$ cat config.mk
export PLATFORM = sky130hd
export DESIGN_NAME = nfst_ram
export DESIGN_NICKNAME = d
export VERILOG_FILES = /design/src/rtl/nfst_pkg.sv /design/src/rtl/nfst_ram.sv
export SDC_FILE = /design/constraint.sdc
export NUM_CORES = 2
export LEC_CHECK = 0
export BUFFER_PORTS_ARGS = -buffer_cell sky130_fd_sc_hd__buf_2
export CAP_MARGIN = 20
export CELL_PAD_IN_SITES_DETAIL_PLACEMENT = 0
export CELL_PAD_IN_SITES_GLOBAL_PLACEMENT = 1
export CORE_MARGIN = 2
export CORE_UTILIZATION = 61
export CTS_CLUSTER_DIAMETER = 60
export DETAILED_ROUTE_END_ITERATION = 12
export PLACE_DENSITY = 0.86
export SYNTH_ARGS = -nofsm -noshare
export SYNTH_HDL_FRONTEND = slang
export SYNTH_SLANG_ARGS = --single-unit
$ cat constraint.sdc
create_clock -name i_clk -period 7.2 [get_ports i_clk]
set_input_delay 1.44 -clock i_clk [delete_from_list [all_inputs] [get_ports i_clk]]
set_output_delay 1.44 -clock i_clk [all_outputs]
set_load 0.01 [all_outputs]
$ cat src/rtl/nfst_pkg.sv
package nfst_pkg;

    // default window store depth
    localparam int DEF_HISTORY_DEPTH = 128;

    // field widths
    localparam int LEVEL_W  = 16;
    localparam int MULT_W   = 8;
    localparam int WLEN_W   = 8;
    localparam int THRESH_W = 20;
    localparam int VAR_W    = 32;
    localparam int ROOT_W   = 16;

    localparam logic [THRESH_W-1:0] THRESH_MAX = '1;
    localparam int MIN_WINDOW = 10;

    // widths that follow from the default depth
    localparam int DEF_COUNT_W    = $clog2(DEF_HISTORY_DEPTH + 1);
    localparam int DEF_DIVIDEND_W = 2 * (LEVEL_W + DEF_COUNT_W);
    localparam int DEF_DIVISOR_W  = 2 * DEF_COUNT_W;

    // configuration port
    localparam int CFG_IDX_W  = 2;
    localparam int CFG_DATA_W = 16;

    localparam logic [CFG_IDX_W-1:0] REG_WINDOW_LENGTH      = 2'd0;
    localparam logic [CFG_IDX_W-1:0] REG_ONSET_MULTIPLIER   = 2'd1;
    localparam logic [CFG_IDX_W-1:0] REG_SILENCE_MULTIPLIER = 2'd2;
    localparam logic [CFG_IDX_W-1:0] REG_DEVIATION_FLOOR    = 2'd3;

    localparam logic [WLEN_W-1:0]  RST_WINDOW_LENGTH      = 8'd86;
    localparam logic [MULT_W-1:0]  RST_ONSET_MULTIPLIER   = 8'd96;
    localparam logic [MULT_W-1:0]  RST_SILENCE_MULTIPLIER = 8'd32;
    localparam logic [LEVEL_W-1:0] RST_DEVIATION_FLOOR    = 16'd7;

    typedef struct packed {
        logic [LEVEL_W-1:0] chunk_level;
    } t_in_item;

    typedef struct packed {
        logic                ready_res;
        logic [LEVEL_W-1:0]  mean_level;
        logic [LEVEL_W-1:0]  deviation;
        logic [THRESH_W-1:0] onset_threshold;
        logic [THRESH_W-1:0] silence_threshold;
    } t_out_item;

    // status of an iterative arithmetic unit
    typedef struct packed {
        logic busy;
        logic done;
    } t_unit_sts;

endpackage

$ cat src/rtl/nfst_ram.sv
module nfst_ram #(
    parameter int WIDTH = nfst_pkg::LEVEL_W,
    parameter int DEPTH = nfst_pkg::DEF_HISTORY_DEPTH
) (
    input  logic                     i_clk,
    input  logic                     i_we,
    input  logic [$clog2(DEPTH)-1:0] i_waddr,
    input  logic [WIDTH-1:0]         i_wdata,
    input  logic [$clog2(DEPTH)-1:0] i_raddr,
    output logic [WIDTH-1:0]         o_rdata
);
    logic [WIDTH-1:0] r_mem [DEPTH];
    logic [WIDTH-1:0] r_rdata;

    always_ff @(posedge i_clk) begin
        if (i_we) begin
            r_mem[i_waddr] <= i_wdata;
        end
        r_rdata <= r_mem[i_raddr];
    end

    assign o_rdata = r_rdata;
endmodule

# Yosys cells after proc, flatten, opt, wreduce, memory -nomap -nowiden

Memory sizes are Yosys's and may differ from the RTL's. A register that Yosys moved wholly into a read port is not among the register bits.
Index checks and enable logic that the tools add are counted.
W data, S select, Z words.

Register bits: 0
Latch bits: 0
RAM bits: 2048
Memory bits (read-only): 0
Input port bits: 32
Output and inout bits: 16
Word-level logic and storage cells: 3
Memories kept: 1

Add/sub/neg operators: 0
$mul: 0
Div/mod/pow operators: 0
Order comparisons: 0
Equality and inequality tests: 0
Shift-type cells: 0
Multiplexer cells: 2
Bitwise gates (word level): 0
Reductions and logical operators: 0

Memory list:

| name  | words | bits a word | read ports | clocked after Yosys merged registers in | wr ports | line           | source |
|---|---|---|---|---|---|---|---|
| r_mem | 128   | 16          | 1          | 1                                       | 1        | nfst_ram.sv:12 | `logic [WIDTH-1:0] r_mem [DEPTH];` |

Operator list:

| cell    | number |
|---|---|
| $mux W1 | 2 |

# Depth between registers and ports, before layout

Depth after elaboration: 2
Gate-level depth with buffers: 7
Gate-level depth less buffers: 4

# Worst setup path after synthesis

OpenSTA, ideal clock, no wires.

Path kind: in2reg
Start point: input port i_raddr[0]
End point: register r_rdata[0] (netlist: o_rdata[0]) (read register of r_mem)
Setup time: 121 ps
Arrival time: 3814 ps
Data required time: 7079 ps
Path slack: 3265 ps
Stages: 6
Buffers on the path: 2
Path through: buf_2 > buf_1 > mux4_2 > mux4_2 > mux4_2 > mux2_2

RTL lines:

| item               | line           | source |
|---|---|---|
| start: declaration | nfst_ram.sv:9  | `input logic [$clog2(DEPTH)-1:0] i_raddr,` |
| end: declaration   | nfst_ram.sv:13 | `logic [WIDTH-1:0] r_rdata;` |

==> results.md <==
* Leading post-synthesis cells by cell area: sky130_fd_sc_hd__edfxtp_1 (78%), sky130_fd_sc_hd__mux4_2 (19%), sky130_fd_sc_hd__nor2_1 (0.58%)
* Mapped cell area at 0.0785 sq mm
* Fmax at 0.244 GHz
* Top_reg_cell synth: sky130_fd_sc_hd__edfxtp_1
* Peak supply drop at 0.000270 V
* Share of synthesized area occupied by flip-flops and latches at 78.7%
* Distinct cells, synth at 17
* Data arrival time of the worst path at 4780 ps
* Syn Area/Cell at 25.4 sq um
* Clock insertion delay at the later pin of the skew report at 820 ps
* Overall overflow remaining after global route at 0
* Setup Skew at 39.2 ps
* Most common library cells after synthesis: sky130_fd_sc_hd__edfxtp_1 (2,048), sky130_fd_sc_hd__mux4_2 (672), sky130_fd_sc_hd__nor2_1 (122), sky130_fd_sc_hd__clkbuf_1 (82), sky130_fd_sc_hd__buf_2 (52)
* Number of max-cap violations at 0
* Area share of the largest cell type after synthesis at 78.3%
* Number of antenna violations at the first check in global routing at 21
* TritonCTS Buffers at 190
* DRC at 0
* Final core utilization at 68.9%
* Library cell with the highest instance count after synthesis: sky130_fd_sc_hd__edfxtp_1
* Mean routed wirelength per cell at 40.2 um
* Final critical path time including I/O delays and setup at 4100 ps
* Clock tree from TritonCTS: yes
* Die extent in x at 363 um
* Worst-path clk slew at 60 ps
* Net count reported at finish at 3,377
* Number of max-slew violations in the final report at 0
* Buffer type at the clock tree root: sky130_fd_sc_hd__clkbuf_16
* Global-route wire length before repair at 292,000 um
* Number of fill cells in the layout at 6,849
* CORE AREA at 0.128 sq mm
* Final RePlAce weighted congestion at 0.822
* Layout cells sized above 1 at 34.1%
* Clk buf depth at 3
* Total number of clock tree sinks at 2,064
* All-Layer GR Usage at 32.3%
* Area enclosed by the die boundary at 0.132 sq mm
* Num rows at 131
* Number of synthesized register bits at 2,064
* Starting density of the core at 61.5%
* H-tree levels at 4
* Pleak at 27.2 nW
* Type of the worst min-delay path: primary input to flip-flop
* Critical Path RT at 7890 ps
* CTS resizes at 0
* Setup violations, final at 0
* Unrepaired setup endpoints after global routing: false
* Type of the worst setup path: primary input to flip-flop
* Drt via density at 7.36
* Library cell with the largest summed area after synthesis: sky130_fd_sc_hd__edfxtp_1
* Hold slack at 844 ps
* Buffers on Ports at 47
* Worst slew margin relative to its limit at 19.6%
* Worst slew pin tran at 1210 ps
* Run status: finished clean
* Detailed Place HPWL at 107,000 um
* Chip Height at 363 um
* Count of nets left with antenna violations after detail routing at 0
* Nature of the critical path startpoint: primary input
* Period utilization at 56.9%
* Total via count in the routed design at 38.1k
* Nets in the synthesized netlist at 3,118
* Largest net degree at the start of global routing at 128
* Total length of routed wires at 208,000 um
* Final TNS setup at 0 ps
* Number of ports placed on the die boundary at 48
* Number of optimization iterations in the first detailed-route pass at 7
* Count of flip-flops with a built-in enable after synthesis at 2,048
* CTS Hold Buffers Added at 0
* Number of global-route vias before repair at 37.9k
* Highest fanout seen on the critical path at 84
* Post-CTS setup buffers at 0
* Asr flop ratio synth at 0%
* Number of instances in the synthesized netlist at 3,086
* PD cells at 277 mW/mm^2
* Final count of hold timing violations at 0
* Count of warnings emitted by yosys at 0
* DRC violation total after the first TritonRoute iteration at 6,597
* Growth of design area from synthesis to finish at 12.0%
* Type of element capturing the critical path: flip-flop
per-layer routing:
layer / global-route usage (%) / vias up / part of all wire (%)
met3: 9.24 / 592 / 14
met1: 44.6 / 20100 / 34
met4: 13.6 / 24 / 4.7
met5: 0 / - / 0.073
met2: 49.4 / 3423 / 48
li1: - / 14000 / -
layout by cell type (no fill, tap or decap), types with 4 or more instances in the layout:
cell                         count
sky130_fd_sc_hd__buf_2          27
sky130_fd_sc_hd__clkbuf_8        9
sky130_fd_sc_hd__edfxtp_1     2048
sky130_fd_sc_hd__nor2_1        121
sky130_fd_sc_hd__buf_4         180
sky130_fd_sc_hd__nand2_1        14
sky130_fd_sc_hd__nor2b_1         7
sky130_fd_sc_hd__clkinvlp_4      6
sky130_fd_sc_hd__buf_12         14
sky130_fd_sc_hd__nand3_1        12
sky130_fd_sc_hd__dfxtp_1        16
sky130_fd_sc_hd__clkinv_1       38
sky130_fd_sc_hd__clkbuf_1       45
sky130_fd_sc_hd__bufinv_16       8
sky130_fd_sc_hd__mux4_2        672
sky130_fd_sc_hd__inv_6           6
sky130_fd_sc_hd__clkinv_2       31
sky130_fd_sc_hd__diode_2         5
sky130_fd_sc_hd__mux2_2         16
sky130_fd_sc_hd__clkinv_8        4
sky130_fd_sc_hd__clkbuf_16     197
sky130_fd_sc_hd__clkinv_4        6
sky130_fd_sc_hd__nor3_2          6
sky130_fd_sc_hd__buf_8           5
state kept, by name, indices dropped and copies added (netlist names):
name / flops
r_mem: 2048
o_rdata: 16
kinds of logic (layout without fill, tap and decap cells):
family	after synthesis	count (layout)	share of synthesized area (%)
buffers and inverters	164	581	0.881
flip-flops	2064	2064	78.7
multiplexers	688	688	19.5
other	0	5	0
AND/OR/NAND/NOR	170	170	0.888
critical path, stage by stage:
cell and delay (ps):
sky130_fd_sc_hd__buf_8 530, sky130_fd_sc_hd__buf_12 540, sky130_fd_sc_hd__mux4_2 620, sky130_fd_sc_hd__mux4_2 600, sky130_fd_sc_hd__mux4_2 530, sky130_fd_sc_hd__mux2_2 280
power breakdown:
part           total (mW)  switching (mW)  leakage (nW)  internal, mW
combinational        1.25           0.757          5.77         0.488
sequential           13.3          0.0612          18.5          13.3
clock                9.78            4.38          2.92          5.40
worst paths after layout:
check,startpoint,end,slack [ps],depth (start not counted)
worst min-delay path,i_wdata[0],r_mem[58][0],840,1
worst min register to register,r_mem[46][3],o_rdata[3],1150,4
worst max-delay path,i_raddr[0],o_rdata[1],3100,6
worst max register to register,r_mem[13][11],o_rdata[11],4560,4
through the flow:
step / std cells / power, mW / area (sq um) / setup WS, ps
after global routing: 5165 / 24.8 / 87900 / 2970
after floorplan: 3086 / 14.2 / 78500 / 3260
after detailed placement: 4809 / 14.8 / 81800 / 2300
final: 5170 / 24.4 / 87900 / 3100
after global placement: 4807 / 14.7 / 81800 / 2350
after CTS: 5159 / 24.4 / 87800 / 3080
cell type report:
cell class | instances | area, sq um | share of cell area (%)
clock buffer | 251 | 5220 | 5.94
sequential | 2064 | 61800 | 70.3
tap | 1662 | 2080 | 2.37
timing repair buffer | 231 | 1950 | 2.21
multi-input combinational | 858 | 16100 | 18.3
clock inverter | 99 | 753 | 0.857
antenna | 5 | 12.5 | 0.0142
Power figures use the tool's default switching activity.
