<file path="src/rtl/nfst_pkg.sv">
package nfst_pkg;

    // default window store depth
    localparam int DEF_HISTORY_DEPTH = 128;

    // field widths
    localparam int LEVEL_W  = 16;
    localparam int MULT_W   = 8;
    localparam int WLEN_W   = 8;
    localparam int THRESH_W = 20;
    localparam int VAR_W    = 32;
    localparam int ROOT_W   = 16;

    localparam logic [THRESH_W-1:0] THRESH_MAX = '1;
    localparam int MIN_WINDOW = 10;

    // widths that follow from the default depth
    localparam int DEF_COUNT_W    = $clog2(DEF_HISTORY_DEPTH + 1);
    localparam int DEF_DIVIDEND_W = 2 * (LEVEL_W + DEF_COUNT_W);
    localparam int DEF_DIVISOR_W  = 2 * DEF_COUNT_W;

    // configuration port
    localparam int CFG_IDX_W  = 2;
    localparam int CFG_DATA_W = 16;

    localparam logic [CFG_IDX_W-1:0] REG_WINDOW_LENGTH      = 2'd0;
    localparam logic [CFG_IDX_W-1:0] REG_ONSET_MULTIPLIER   = 2'd1;
    localparam logic [CFG_IDX_W-1:0] REG_SILENCE_MULTIPLIER = 2'd2;
    localparam logic [CFG_IDX_W-1:0] REG_DEVIATION_FLOOR    = 2'd3;

    localparam logic [WLEN_W-1:0]  RST_WINDOW_LENGTH      = 8'd86;
    localparam logic [MULT_W-1:0]  RST_ONSET_MULTIPLIER   = 8'd96;
    localparam logic [MULT_W-1:0]  RST_SILENCE_MULTIPLIER = 8'd32;
    localparam logic [LEVEL_W-1:0] RST_DEVIATION_FLOOR    = 16'd7;

    typedef struct packed {
        logic [LEVEL_W-1:0] chunk_level;
    } t_in_item;

    typedef struct packed {
        logic                ready_res;
        logic [LEVEL_W-1:0]  mean_level;
        logic [LEVEL_W-1:0]  deviation;
        logic [THRESH_W-1:0] onset_threshold;
        logic [THRESH_W-1:0] silence_threshold;
    } t_out_item;

    // status of an iterative arithmetic unit
    typedef struct packed {
        logic busy;
        logic done;
    } t_unit_sts;

endpackage

</file>
<file path="src/rtl/nfst_sqrt.sv">
module nfst_sqrt (
    input  logic                         i_clk,
    input  logic                         i_rst_n,
    input  logic                         i_start,
    input  logic [nfst_pkg::VAR_W-1:0]   i_radicand,
    output logic [nfst_pkg::ROOT_W-1:0]  o_root,
    output nfst_pkg::t_unit_sts          o_sts
);
    localparam int VW    = nfst_pkg::VAR_W;
    localparam int RW    = nfst_pkg::ROOT_W;
    localparam int CNT_W = $clog2(RW + 1);

    logic [VW-1:0]    r_rem;
    logic [VW-1:0]    r_root;
    logic [VW-1:0]    r_bit;
    logic [CNT_W-1:0] r_cnt;
    logic             r_busy;
    logic             r_done;

    logic [VW:0] w_trial;
    logic        w_ge;

    // one root bit a cycle, digit by digit
    assign w_trial = {1'b0, r_root} + {1'b0, r_bit};
    assign w_ge    = {1'b0, r_rem} >= w_trial;

    always_ff @(posedge i_clk) begin
        if (!i_rst_n) begin
            r_busy <= 1'b0;
            r_done <= 1'b0;
            r_cnt  <= '0;
        end else begin
            r_done <= r_busy && (r_cnt == CNT_W'(1));
            if (i_start) begin
                r_busy <= 1'b1;
                r_cnt  <= CNT_W'(RW);
            end else if (r_busy) begin
                r_cnt <= r_cnt - CNT_W'(1);
                if (r_cnt == CNT_W'(1)) begin
                    r_busy <= 1'b0;
                end
            end
        end
    end

    always_ff @(posedge i_clk) begin
        if (i_start) begin
            r_rem  <= i_radicand;
            r_root <= '0;
            r_bit  <= VW'(1) << (VW - 2);
        end else if (r_busy) begin
            if (w_ge) begin
                r_rem  <= r_rem - w_trial[VW-1:0];
                r_root <= (r_root >> 1) + r_bit;
            end else begin
                r_root <= r_root >> 1;
            end
            r_bit <= r_bit >> 2;
        end
    end

    assign o_root     = r_root[RW-1:0];
    assign o_sts.busy = r_busy;
    assign o_sts.done = r_done;
endmodule

</file>
<file path="config.mk">
export PLATFORM = sky130hd
export DESIGN_NAME = nfst_sqrt
export DESIGN_NICKNAME = d
export VERILOG_FILES = /design/src/rtl/nfst_pkg.sv /design/src/rtl/nfst_sqrt.sv
export SDC_FILE = /design/constraint.sdc
export NUM_CORES = 1
export LEC_CHECK = 0
export BUFFER_PORTS_ARGS = -buffer_cell sky130_fd_sc_hd__buf_2
export CAP_MARGIN = 20
export CORE_MARGIN = 2
export CORE_UTILIZATION = 60
export CTS_BUF_LIST = sky130_fd_sc_hd__clkbuf_8 sky130_fd_sc_hd__clkbuf_16
export DETAILED_ROUTE_END_ITERATION = 7
export HOLD_SLACK_MARGIN = 0.08
export PLACE_DENSITY = 0.8
export SYNTH_ARGS = -nofsm -noshare
export SYNTH_HDL_FRONTEND = slang
export SYNTH_SLANG_ARGS = --single-unit
</file>
<file path="constraint.sdc">
create_clock -name i_clk -period 6.56 [get_ports i_clk]
set_input_delay 0.328 -clock i_clk [delete_from_list [all_inputs] [get_ports i_clk]]
set_output_delay 0.328 -clock i_clk [all_outputs]
set_load 0.005 [all_outputs]
</file>
# After elaboration in Yosys (flattened, before gate mapping)

Cells that the tools add are included.

$add $sub $neg: 4
Bitwise operators: 1
$lt $le $gt $ge: 1
Eq/ne operators: 1
Muxes and demuxes: 9
Reduce and logical (&&, ||, !) cells: 5

Operator list:

| cell                                                                | number |
|---|---|
| 32-bit 2-to-1 mux                                                   | 4 |
| 32-bit by 31-bit adder with 33-bit output                           | 1 |
| 32-bit by 33-bit >= comparator with 1-bit output                    | 1 |
| 31-bit by 31-bit adder with 32-bit output                           | 1 |
| 32-bit subtractor                                                   | 1 |
| 5-bit 2-to-1 mux                                                    | 2 |
| 5-bit by 1-bit == test with 1-bit output (second input constant)    | 1 |
| 5-bit by 1-bit subtractor with 5-bit output (second input constant) | 1 |
| 2-bit nonzero test                                                  | 2 |
| 1-bit 2-to-1 mux                                                    | 3 |
| 2-bit AND reduction                                                 | 1 |
| 2-bit OR reduction                                                  | 1 |
| 1-bit logical AND                                                   | 1 |
| 1-bit inverter                                                      | 1 |

Output and inout bits: 18
Register bits after elaboration: 87

# Logic depth before layout (Yosys ltp)

Depth after elaboration: 5
Mapped depth: 21

# Worst setup path before layout

Ideal clock, no wire load.

Kind: flip-flop to flip-flop
From: reg r_root[2]
To: reg r_rem[0] (enable)
Path slack: 531 ps
Clock period less this slack: 6,029 ps
Path buffers: 2
Cell stages (with the launch flop): 18
Data arrival time: 5,601 ps
Cell sequence: dfxtp_1 > ha_1 > a31oi_1 > o21bai_1 > a31oi_1 > o21ai_0 > a31o_2 > a31oi_1 > xor2_1 > ha_1 > nand2_1 > or4_4 > o41ai_2 > o211ai_1 > a22o_1 > buf_6 > buf_2 > o21bai_1

Longest elaborated chain between the ends: 4

RTL lines:

| what                                             | RTL line        | RTL |
|---|---|---|
| from (decl)                                      | nfst_sqrt.sv:14 | `logic [VW-1:0] r_root;` |
| from (signal assigned)                           | nfst_sqrt.sv:54 | `r_root <= (r_root >> 1) + r_bit;` |
| from (signal assigned)                           | nfst_sqrt.sv:56 | `r_root <= r_root >> 1;` |
| 32-bit by 31-bit adder with 33-bit output        | nfst_sqrt.sv:24 | `assign w_trial = {1'b0, r_root} + {1'b0, r_bit};` |
| 32-bit by 33-bit >= comparator with 1-bit output | nfst_sqrt.sv:25 | `assign w_ge = {1'b0, r_rem} >= w_trial;` |
| 2-bit nonzero test (no source line)              | -               |  |
| 2-bit AND reduction (no source line)             | -               |  |
| to (signal assigned)                             | nfst_sqrt.sv:48 | `r_rem <= i_radicand;` |
| to (signal assigned)                             | nfst_sqrt.sv:53 | `r_rem <= r_rem - w_trial[VW-1:0];` |
| to (decl)                                        | nfst_sqrt.sv:13 | `logic [VW-1:0] r_rem;` |

No other way between the ends.
A chain may end at the register's enable or synchronous reset.

# Final worst setup path

From: reg r_root[2]
To: reg r_root[10]

Longest elaborated chain between the ends: 3
Elaborated cells between the ends (all ways): 4

RTL lines:

| what                                             | RTL line        | RTL |
|---|---|---|
| 32-bit by 31-bit adder with 33-bit output        | nfst_sqrt.sv:24 |  |
| 32-bit by 33-bit >= comparator with 1-bit output | nfst_sqrt.sv:25 |  |
| 32-bit 2-to-1 mux (*)                            | nfst_sqrt.sv:52 | `if (w_ge) begin` |

Mark *: on every way between the ends. The rest lies on a longest branch, timed or not.

==> run metrics <==
status finished, violations left; failing checks design-rule violations; clock tree buffer depth 2; Final Wtd Congestion 0.945; Detail Placement HPWL 12700 um; Worst Path Max Fanout 51; GRT busiest layer met2; fraction of layout cells with a size suffix above 1 8.95%; PostCTS Resize Cnt 0; r2r startpoint r_root[2]; final instance count without filler cells 1026; Final Skew 0.00693 ns; IO buf count 52; RSZ-0062 raised after global routing no; met3 GRT Util 3.37%; most common cell after layout, fill and taps aside nand2_1; CTS tree yes; via density per instance slightly above 6; Initial Util 62.0%; Routed Antenna Nets 0; largest net degree at the start of global routing 72; met1 Use GR 37.7%; Syn Inst Count between 800 and 900; Top Ports 53; first-pass GRT wire length 28700 um; NetSw 1140 uW; dpl cells just over 1000; worst slew pin tran 0.988 ns; clk slew on worst S/H paths 0.06 ns; row cnt 39; max-slew violation count 0; worst min path class input pin to flop; Routed Wire Length 17100 um; Clk Latency, worst-skew pair ~0.35 ns; met2 GRT Util 45.1%; Fin. Hold Viols 0; Clock power frac approximately 17%; Async S/R FF share, synth 0%; Final min period about 5.6 ns; reg2reg setup slack around 0.94 ns; hold buffers post-CTS 0; fmax around 180 MHz; Rel. slew slack 34.2%; Root Buffer Master clkbuf_16; reg2reg path depth 18; internal power between 1500 and 2000 uW; diodes inserted 0; antenna violations before repair 0; Worst Setup EP r_root[10]; Tcrit/Tclk final between 80% and 90%; Sw Share 42.2%; mapped cell area 7140 um2; Post-synth EDFFs 32; Combinational Power Share between 50 and 60%; vias in the first global route 6034; post-synthesis sequential area ratio 28.9%; first-pass detailed-route iteration total 7; crit path kind flop to flop; DIE WIDTH 113 um; Reg power frac approximately 30%; syn_nets 968; most frequent cells in the layout 85 x nand2_1, 82 x nor2_1, 75 x o21ai_0; Critical Path AT 5.86 ns; Netlist cell types 66; Routed WL per cell 16.7 um; setup repair bufs after CTS 0; Max-Cap Viols 0; total grt overflow 0; total CTS buffers 9; DR vias 6341; worst reg2reg path endpoint r_root[10]; Leak 0.00307 uW; top_reg_cell synth dfxtp_1; Seq cells post-synth 87; gr usage total a little over a quarter; hold path startpoint i_rst_n; Total Nets Final ~980; Area Growth Syn to Fin 6.36%; YS warnings 0; DRT iter0 DRCs 477; Avg Inst Size Synth 8.26 um2; crit path launch r_root[2]; launching element type of the critical path flop; Power Density 357 nW/um2; Core Region 11500 um2; drt drc 3; Final Core Density 65.9%; height of the die 113 um; Die ar. 12800 um2; CP required 6.80 ns; Final setup viols 0; number of H-tree levels 3; Worst VDD drop 193 uV; CP endpoint kind flop; clk sink count a little under 90; setup TNS 0 ns
==> worst max-delay path, cell delays in order (launching register included) <==
cell and delay, ns:
dfxtp_1 0.45, ha_1 0.32, a31oi_1 0.29, o21bai_1 0.16, a31oi_1 0.36, o21ai_0 0.22
a31o_2 0.30, a31oi_1 0.20, xor2_1 0.17, ha_1 0.30, a21oi_1 0.27, a21oi_1 0.11
a311oi_1 0.48, o41ai_2 0.18, o211ai_1 0.23, a22o_2 0.83, nand2_1 0.13, o31a_1 0.15
a221oi_1 0.32
==> kinds of logic after synthesis <==
logic type,synth area share (%)
compound gates,23.6
xor+xnor,9.81
fa+ha+maj,12.2
buf+inv,5.54
flops,28.9
mux,3.54
simple gates,16.4
==> power by group through the flow <==
stage               clock, uW  sequential [uW]  combinational (uW)
CTS                       473              808                1420
global placement            0              810                1360
floorplan                   0              775                1170
finish                    469              810                1430
detailed placement          0              819                1400
global route              489              821                1600
==> synthesized netlist by cell type, types with 12 or more instances <==
cell / count / share of area (%)
dfxtp_1: 55 / 15
xnor2_1: 41 / 5.0
nand2b_1: 15 / 1.3
a211oi_1: 22 / 2.3
buf_4: 18 / 1.9
ha_1: 68 / 12
a21oi_1: 54 / 3.8
o21bai_1: 16 / 1.7
xor2_1: 39 / 4.8
a31oi_1: 26 / 2.3
mux2i_1: 23 / 3.2
edfxtp_1: 32 / 13
nor2_1: 82 / 4.3
inv_1: 31 / 1.6
nand2_1: 85 / 4.5
clkbuf_1: 23 / 1.2
nor2b_1: 12 / 1.1
o21ai_0: 75 / 5.3
==> per-layer routing <==
| metal | wire length (um) | vias up | part of all wire, % |
|---|---|---|---|
| met5 | 0 | - | 0 |
| met4 | 260 | 0 | 1.5 |
| met3 | 1030 | 18 | 6.0 |
| met2 | 7880 | 201 | 46 |
| met1 | 7930 | 2959 | 46 |
| li1 | - | 3163 | - |
==> worst min path at each step <==
stage	end	slack [ns]	cells past startpoint
4_1_cts	r_cnt[4]	0.22	2
2_1_floorplan	r_cnt[4]	0.45	1
5_1_grt	r_cnt[4]	0.26	2
6_report	r_cnt[4]	0.23	2
3_5_place_dp	r_cnt[1]	0.50	2
3_3_place_gp	r_cnt[1]	0.48	2
==> layout make-up <==
cell class                      count  area (um2)
Multi-Input combinational cell    694        4690
Fill cell                         959        3920
Sequential cell                    87        2060
Timing Repair Buffer               55         285
Clock buffer                       10         239
Tap cell                          143         179
Inverter                           32         120
Clock inverter                      5        20.0
==> state kept, by name, summed over array words and instances, names as in the netlist <==
signal and count:
r_rem 32, r_root 32, r_bit 16, r_cnt 5, r_busy 1, r_done 1
==> stage by stage <==
step / hold WS [ns] / instance area (um2) / worst slack, ns / total power (uW)
after global placement: 0.482 / 7330 / 1.16 / 2170
after CTS: 0.223 / 7590 / 0.942 / 2700
after floorplan: 0.446 / 7140 / 0.531 / 1950
after global routing: 0.261 / 7590 / 0.548 / 2910
after detailed placement: 0.501 / 7330 / 0.967 / 2220
final: 0.229 / 7590 / 0.937 / 2710
Power figures use the tool's default switching activity.
