<file path="src/rtl/nfst_pkg.sv">
package nfst_pkg;

    // default window store depth
    localparam int DEF_HISTORY_DEPTH = 128;

    // field widths
    localparam int LEVEL_W  = 16;
    localparam int MULT_W   = 8;
    localparam int WLEN_W   = 8;
    localparam int THRESH_W = 20;
    localparam int VAR_W    = 32;
    localparam int ROOT_W   = 16;

    localparam logic [THRESH_W-1:0] THRESH_MAX = '1;
    localparam int MIN_WINDOW = 10;

    // widths that follow from the default depth
    localparam int DEF_COUNT_W    = $clog2(DEF_HISTORY_DEPTH + 1);
    localparam int DEF_DIVIDEND_W = 2 * (LEVEL_W + DEF_COUNT_W);
    localparam int DEF_DIVISOR_W  = 2 * DEF_COUNT_W;

    // configuration port
    localparam int CFG_IDX_W  = 2;
    localparam int CFG_DATA_W = 16;

    localparam logic [CFG_IDX_W-1:0] REG_WINDOW_LENGTH      = 2'd0;
    localparam logic [CFG_IDX_W-1:0] REG_ONSET_MULTIPLIER   = 2'd1;
    localparam logic [CFG_IDX_W-1:0] REG_SILENCE_MULTIPLIER = 2'd2;
    localparam logic [CFG_IDX_W-1:0] REG_DEVIATION_FLOOR    = 2'd3;

    localparam logic [WLEN_W-1:0]  RST_WINDOW_LENGTH      = 8'd86;
    localparam logic [MULT_W-1:0]  RST_ONSET_MULTIPLIER   = 8'd96;
    localparam logic [MULT_W-1:0]  RST_SILENCE_MULTIPLIER = 8'd32;
    localparam logic [LEVEL_W-1:0] RST_DEVIATION_FLOOR    = 16'd7;

    typedef struct packed {
        logic [LEVEL_W-1:0] chunk_level;
    } t_in_item;

    typedef struct packed {
        logic                ready_res;
        logic [LEVEL_W-1:0]  mean_level;
        logic [LEVEL_W-1:0]  deviation;
        logic [THRESH_W-1:0] onset_threshold;
        logic [THRESH_W-1:0] silence_threshold;
    } t_out_item;

    // status of an iterative arithmetic unit
    typedef struct packed {
        logic busy;
        logic done;
    } t_unit_sts;

endpackage

</file>
<file path="src/rtl/nfst_div.sv">
module nfst_div #(
    parameter int DIVIDEND_W = nfst_pkg::DEF_DIVIDEND_W,
    parameter int DIVISOR_W  = nfst_pkg::DEF_DIVISOR_W
) (
    input  logic                  i_clk,
    input  logic                  i_rst_n,
    input  logic                  i_start,
    input  logic [DIVIDEND_W-1:0] i_dividend,
    input  logic [DIVISOR_W-1:0]  i_divisor,
    output logic [DIVIDEND_W-1:0] o_quotient,
    output nfst_pkg::t_unit_sts   o_sts
);
    localparam int CNT_W = $clog2(DIVIDEND_W + 1);

    logic [DIVIDEND_W-1:0] r_quo;
    logic [DIVISOR_W-1:0]  r_rem;
    logic [DIVISOR_W-1:0]  r_dvs;
    logic [CNT_W-1:0]      r_cnt;
    logic                  r_busy;
    logic                  r_done;

    logic [DIVISOR_W:0] w_shift;
    logic [DIVISOR_W:0] w_diff;
    logic               w_ge;

    // one quotient bit a cycle, restoring
    assign w_shift = {r_rem, r_quo[DIVIDEND_W-1]};
    assign w_ge    = w_shift >= {1'b0, r_dvs};
    assign w_diff  = w_shift - {1'b0, r_dvs};

    always_ff @(posedge i_clk) begin
        if (!i_rst_n) begin
            r_busy <= 1'b0;
            r_done <= 1'b0;
            r_cnt  <= '0;
        end else begin
            r_done <= r_busy && (r_cnt == CNT_W'(1));
            if (i_start) begin
                r_busy <= 1'b1;
                r_cnt  <= CNT_W'(DIVIDEND_W);
            end else if (r_busy) begin
                r_cnt <= r_cnt - CNT_W'(1);
                if (r_cnt == CNT_W'(1)) begin
                    r_busy <= 1'b0;
                end
            end
        end
    end

    always_ff @(posedge i_clk) begin
        if (i_start) begin
            r_quo <= i_dividend;
            r_rem <= '0;
            r_dvs <= i_divisor;
        end else if (r_busy) begin
            r_rem <= w_ge ? w_diff[DIVISOR_W-1:0] : w_shift[DIVISOR_W-1:0];
            r_quo <= {r_quo[DIVIDEND_W-2:0], w_ge};
        end
    end

    assign o_quotient = r_quo;
    assign o_sts.busy = r_busy;
    assign o_sts.done = r_done;
endmodule

</file>
<file path="config.mk">
export PLATFORM = sky130hd
export DESIGN_NAME = nfst_div
export DESIGN_NICKNAME = d
export VERILOG_FILES = /design/src/rtl/nfst_pkg.sv /design/src/rtl/nfst_div.sv
export SDC_FILE = /design/constraint.sdc
export NUM_CORES = 1
export LEC_CHECK = 0
export BUFFER_PORTS_ARGS = -buffer_cell sky130_fd_sc_hd__buf_2
export CAP_MARGIN = 20
export CORE_MARGIN = 2
export CORE_UTILIZATION = 45
export CTS_CLUSTER_SIZE = 30
export DETAILED_ROUTE_END_ITERATION = 8
export PLACE_DENSITY = 0.79
export RECOVER_POWER = 100
export SLEW_MARGIN = 20
export SYNTH_ARGS = -nofsm -noshare
export SYNTH_HDL_FRONTEND = slang
export SYNTH_SLANG_ARGS = --single-unit
</file>
<file path="constraint.sdc">
create_clock -name i_clk -period 2.91 [get_ports i_clk]
set_input_delay 0.582 -clock i_clk [delete_from_list [all_inputs] [get_ports i_clk]]
set_output_delay 0.582 -clock i_clk [all_outputs]
set_load 0.005 [all_outputs]
</file>
Word level (Yosys, flattened, before mapping)
Index checks and enable logic that the tools add are counted.
- bits in registers: 88
- input bits: 67
- output and inout port bits: 50
- logic and storage cells: 23
- $add $sub $neg: 2
- $lt $le $gt $ge: 1
- equality and inequality tests: 1
- multiplexer cells: 8
- bitwise operators: 1
- reduce and logical (&&, ||, !) cells: 3
- operators by type and width (cell ; count):
    2-to-1 mux 48 bit ; 2
    >= comparator 17 x 16 -> 1 bit ; 1
    2-to-1 mux 16 bit ; 1
    subtractor 16 bit ; 1
    2-to-1 mux 6 bit ; 2
    == test 6 x 1 -> 1 bit (second input constant) ; 1
    subtractor 6 x 1 -> 6 bit (second input constant) ; 1
    2-to-1 mux 1 bit ; 3
    nonzero test 2 bit ; 1
    OR reduction 2 bit ; 1
    logical AND 1 bit ; 1
    inverter 1 bit ; 1

Logic depth before layout (Yosys ltp)
Gate-level depths: netlist of run 1.
- depth after elaboration: 4
- depth in mapped cells: 10

Worst setup path before layout of run 1
OpenSTA, ideal clock, no wires.
- kind: flip-flop to flip-flop
- start: register r_dvs[1]
- end: register r_rem[0]
- data arrival time: 2150 ps
- required time: 2831 ps
- slack: 681 ps
- stages on the path, launching flop included: 11
- buffers on the path: 1
- clock period less this slack: 2229 ps
- cells stage by stage: edfxtp_1 > inv_1 > ha_1 > nor2b_1 > o21bai_4 > a211oi_2 > o21bai_2 > a21oi_2 > buf_6 > mux2_4 > a211oi_2
- cells in the longest elaborated chain, start to end: 2
- RTL lines (element ; line ; text):
    start: declaration ; nfst_div.sv:17 ; logic [DIVISOR_W-1:0] r_dvs;
    start signal: assignment ; nfst_div.sv:54 ; r_dvs <= i_divisor;
    >= comparator 17 x 16 -> 1 bit ; nfst_div.sv:28 ; assign w_ge = w_shift >= {1'b0, r_dvs};
    2-to-1 mux 16 bit ; nfst_div.sv:56 ; r_rem <= w_ge ? w_diff[DIVISOR_W-1:0] : w_shift[DIVISOR_W-1:0];
    end signal: assignment ; nfst_div.sv:56 ;
    end: declaration ; nfst_div.sv:16 ; logic [DIVISOR_W-1:0] r_rem;
Every way passes these cells.
A chain may end at the register's enable or synchronous reset.

Worst setup path in the final report of run 1
- start: register r_dvs[1]
- end: register r_rem[8]
- cells in the longest elaborated chain, start to end: 2
- elaborated cells between the ends (all ways): 3
- those cells by class: add/sub (1); order compare (1); mux (1)
- RTL lines (element ; line):
    subtractor 16 bit / >= comparator 17 x 16 -> 1 bit (equally long branches) ; nfst_div.sv:29, nfst_div.sv:28
    2-to-1 mux 16 bit * ; nfst_div.sv:56
Every way passes the cells marked *; elsewhere a longest branch is shown, timed or not.

==> results.yml, run 1 <==
status:
  run_status: "finished clean"
power:
  leakagePower_nw: 2.15
  p_total_mw: 3.09
  p_per_area_nw_per_um2: 579
  ir_drop_uv: 310
cells_and_area:
  final_common_cell: "buf_2"
  stdcell_count: 616
  drive_above_1_share_pct: 32.7
  layout_common_cells: "buf_2, edfxtp_1, mux2_2, clkbuf_1, nor2_1"
  fill_cells: 863
  insertedDiodeCount: 0
  fin_nets: 564
  syn_to_final_growth_pct: 19.9
floorplanning:
  die_area_um2: 10700
  start_util_pct: 45.9
  io_pins: 117
  core_area_um2: 9680
  dieHeight_um: 103
  rows: 36
  die_x_um: 103
global_routing:
  met2_usage_pct: 33.0
  met1_usage_pct: 22.6
  overflow: 0
  track_usage_pct: 19.5
  grt_max_degree: 49
  top_usage_layer: "met2"
  grt_pass1_vias: 3268
  met3_usage_pct: 5.98
  grt_antenna_before_repair: 0
  grt_pass1_wl_um: 15800
clock_network:
  ctsHoldBuffers: 0
  cts_setup_buffers: 0
  tritoncts: "yes"
  clock-sinks: 88
  cts_max_path_buffers: 2
  htree_levels: 3
  clk_latency_ns: 0.37
  cts_made_buffers: 9
  path_clk_slew_ns: 0.09
  cts_resized: 0
  root_buffer: "clkbuf_8"
job:
  max_cap_violations: 0
routing:
  vias_per_cell: 5.24
  final_antenna_net_count: 0
  via_count: 3225
  wire_per_inst_um: 15.9
  drtPass1Iterations: 4
  first_iter_violations: 99
  drc: 0
  wl_um: 9790
sta:
  fmax_ghz: 0.397
  fin_setup_tns_ns: 0
  clock_skew_ns: 0.0109
  worst_slack_ns: 0.389
  rsz0062_at_grt: "false"
  holdWs_ns: 0.386
  hold_violations: 0
  drv_slew: 0
  post-route-min-period_ns: 2.52
  post-route-period-util_pct: 86.6
  worstMarginPinSlew_ns: 1.23
  setup_violations: 0
  relSlewSlack_pct: 18.3
yosys:
  synth_edf_count: 64
  syn_nets: 449
  synthFlopType: "edfxtp_1"
  ys_ff_latch: 88
  synth_seq_area_share_pct: 54.0
  yosysUniqueCellTypes: 50
  syn_avg_cell_area_um2: 12.3
  synth-async-reset-ratio_pct: 0
  syn_inst: 363
  syn_area_um2: 4450
  synth_warnings: 0
place:
  preCtsSetupSlack_ns: 0.512
  io_buffers: 116
  hpwl_um: 7140
  dp.cells: 600
  gp_congestion: 0.863
hold_path:
  hp-class: "in -> reg"
setup_path:
  startpoint_type: "register"
  worstPathRequired_ns: 3.12
  cp_max_fo: 14
  arrival_ns: 2.73
  cp-end-kind: "register"
  critical_path_class: "reg -> reg"
final timing paths:
check / slack [ns] / start / cells past startpoint / endpoint
setup / recovery: 0.39 / r_dvs[1] / 10 / r_rem[8]
setup reg to reg: 0.39 / r_dvs[1] / 10 / r_rem[8]
hold reg to reg: 0.49 / r_rem[14] / 2 / r_rem[14]
hold / removal: 0.39 / i_divisor[7] / 1 / r_dvs[7]
cell families (layout without fill, tap and decap cells):
group / count (synthesis) / after routing / synth area share [%]
XOR/XNOR: 16 / 16 / 3.15
AND/OR/NAND/NOR: 78 / 78 / 8.24
adder cells (fa/ha/maj): 19 / 19 / 5.51
flip-flops: 88 / 88 / 54.0
multiplexers: 63 / 63 / 15.6
buffers and inverters: 41 / 161 / 4.02
AO/OA/AOI/OAI: 58 / 58 / 9.42
power by group:
group          total [mW]  internal [mW]  switching (mW)
Combinational       0.526          0.253           0.273
Sequential           1.55           1.48          0.0673
Clock                1.02          0.568           0.447
Yosys cell counts (all sizes together) (4+ instances only):
library cell  number  area (µm²)
edfxtp            64        1920
mux2              49         556
nor2              26        97.6
dfxtp             24         480
inv               24        90.1
nand2             22        82.6
ha                18         225
mux2i             14         140
a21oi             13        68.8
a211oi            12         100
xnor2             12         105
buf               10        62.6
o21ai              9        45.0
clkbuf             7        26.3
nor2b              6        37.5
nand3              5        25.0
o21a               5        37.5
nor3               4        25.0
xor2               4        35.0
cell type report:
| type | instances | area (µm²) | share of cell area, % |
|---|---|---|---|
| sequential | 88 | 2400 | 45.0 |
| timing repair buffer | 121 | 578 | 10.8 |
| tap | 133 | 166 | 3.12 |
| clock buffer | 10 | 128 | 2.39 |
| clock inverter | 6 | 108 | 2.02 |
| multi-input combinational | 234 | 1860 | 34.9 |
| inverter | 24 | 90.1 | 1.69 |
metal layers:
layer	part of all wire, %	up-vias
met2	49	111
met5	0	-
met4	2.5	0
met3	7.3	16
met1	41	1543
li1	-	1555
critical path, cell delays in order (launching register included):
cell and delay (ns):
edfxtp_1 0.40, inv_1 0.06, ha_1 0.29, nor2b_1 0.26, o21bai_4 0.09, a211oi_2 0.30
o21bai_2 0.09, a21oi_1 0.28, buf_4 0.30, mux2i_1 0.22, a211oi_1 0.09
per-stage QoR:
stage | util [%] | cell area (µm²)
6_report | 55.1 | 5340
5_1_grt | 55.1 | 5340
4_1_cts | 55.8 | 5410
3_5_place_dp | 53.4 | 5170
3_3_place_gp | 53.4 | 5170
2_1_floorplan | - | 4450
registers in the layout, summed over array words and instances (netlist names):
signal / count
o_quotient: 48
r_done: 1
r_rem: 16
r_cnt: 6
r_busy: 1
r_dvs: 16
(Power assumes the default switching activity.)
==> run 2, diff against run 1 <==
--- a/config.mk
+++ b/config.mk
@@ -11,7 +11,7 @@
 export CORE_UTILIZATION = 45
 export CTS_CLUSTER_SIZE = 30
 export DETAILED_ROUTE_END_ITERATION = 8
-export PLACE_DENSITY = 0.79
+export PLACE_DENSITY = 0.7
 export RECOVER_POWER = 100
 export SLEW_MARGIN = 20
 export SYNTH_ARGS = -nofsm -noshare
==> run 2 against run 1 <==
- fmax down 2.2%
- critical endpoint is now r_rem[0]
- design area down 0.49%
- highest routed layer unchanged
- wire length down 6.6%
- first-iteration DRC count up 48%
==> results.yml, run 2 (synthesis gave the netlist of run 1 again) <==
place:
  gp_congestion: 0.837
  hpwl_um: 6420
  place_area_um2: 5160
  io_buffers: 116
routing:
  wire_per_inst_um: 14.9
  top_layer_used: "met4"
  first_iter_violations: 147
  wl_met1_um: 4070
  wl_um: 9150
  drtPass1Iterations: 4
  via_count: 3155
  drc: 0
  wl_met2_um: 4200
  wl_met3_um: 762
  vias_per_cell: 5.13
  final_antenna_net_count: 0
global_routing:
  grt_pass1_wl_um: 14900
  grt_pass1_vias: 3219
  track_usage_pct: 18.1
  overflow: 0
  grt_antenna_before_repair: 0
  grt_max_degree: 80
sta:
  hold_violations: 0
  clock_skew_ns: 0.0188
  post-route-min-period_ns: 2.58
  fin_setup_tns_ns: 0
  rsz0062_at_grt: "false"
  drv_slew: 0
  post-route-period-util_pct: 88.5
  fmax_ghz: 0.388
  relSlewSlack_pct: 18.8
  setup_violations: 0
  worstMarginPinSlew_ns: 1.22
clock_network:
  tritoncts: "yes"
  ctsHoldBuffers: 0
  cts_resized: 0
  cts_setup_buffers: 0
  root_buffer: "clkbuf_8"
  cts_made_buffers: 9
  htree_levels: 3
  cts_max_path_buffers: 2
  path_clk_slew_ns: 0.10
  clock-sinks: 88
  clk_latency_ns: 0.36
setup_path:
  cp_num_buf_inv: 2
  crit_path_max_incr_delay_ns: 0.40
  startpoint_type: "register"
  critical_path_class: "reg -> reg"
  worstPathRequired_ns: 3.18
  crit_top_cell: "a211oi_2"
  cp_max_fo: 20
  cp-end-kind: "register"
  crit_chain: "inv_1, ha_1, nor2b_1, o21bai_4, a211oi_2, o21bai_2, a21oi_2, buf_4, mux2_1, a211oi_2"
  arrival_ns: 2.85
  path_delay_family: "compound AO/OA/AOI/OAI gates"
  slowest_stage: "edfxtp_1"
power:
  p_comb_share_pct: 17.7
  clkPwrFrac_pct: 29.8
  p_total_mw: 2.94
  switchingPower_uw: 783
  ir_drop_uv: 296
  leakagePower_nw: 2.14
  p_seq_share_pct: 52.5
  switching_share_pct: 26.6
  p_int_mw: 2.15
  p_per_area_nw_per_um2: 553
cells_and_area:
  drive_above_1_share_pct: 33.6
  fin_area_um2: 5310
  insertedDiodeCount: 0
  syn_to_final_growth_pct: 19.4
  final_common_cell: "buf_2"
  fin_nets: 563
  largest_register_ffs: 48
  layout_common_cells: "buf_2, edfxtp_1, mux2_2, clkbuf_1, nor2_1"
floorplanning:
  rows: 36
  dieHeight_um: 103
  die_x_um: 103
  io_pins: 117
  core_area_um2: 9680
  die_area_um2: 10700
  start_util_pct: 45.9
status:
  run_status: "finished clean"
hold_path:
  hp-class: "in -> reg"
job:
  max_cap_violations: 0
run 2: cell types whose count changed in the layout (fill, tap and decap cells not counted), moves of 2 or more:
cell,delta
clkbuf_1,-2
inv_6,+2
buf_2,+2
buf_4,-2
bufinv_16,-2
mux2_2,+2
run 2: layout make-up:
cell class	instances	area [µm²]
Clock buffer	10	138
Clock inverter	6	65.1
Fill cell	891	4380
Inverter	24	90.1
Multi-Input combinational cell	234	1860
Sequential cell	88	2400
Tap cell	133	166
Timing Repair Buffer	120	584
run 2: power by group through the flow:
stage	combinational [mW]	clock (mW)	sequential, mW
CTS	0.539	0.901	1.54
floorplan	0.342	0	1.56
global placement	0.527	0	1.56
finish	0.519	0.876	1.54
global route	0.586	0.944	1.56
detailed placement	0.535	0	1.56
run 2: per-layer routing:
layer,vias to the layer above,global-route usage (%)
li1,1554,-
met1,1486,22.6
met2,105,28.5
met3,10,7.19
met4,0,6.78
met5,-,0
run 2: final timing paths:
kind / startpoint / endpoint / slack, ns / cells past startpoint
worst min register to register: r_rem[15] / r_rem[15] / 0.49 / 2
worst max register to register: r_dvs[1] / r_rem[0] / 0.33 / 10
worst min-delay path: i_divisor[13] / r_dvs[13] / 0.40 / 1
worst max-delay path: r_dvs[1] / r_rem[0] / 0.33 / 10
run 2: metrics by stage:
stage	utilization, %	cells	setup slack, ns	hold slack, ns
after floorplan	-	363	0.681	0.449
after global placement	53.3	599	0.507	0.471
after detailed placement	53.3	599	0.412	0.484
after CTS	55.4	615	0.383	0.373
after global routing	54.8	615	0.151	0.376
final	54.8	615	0.334	0.397
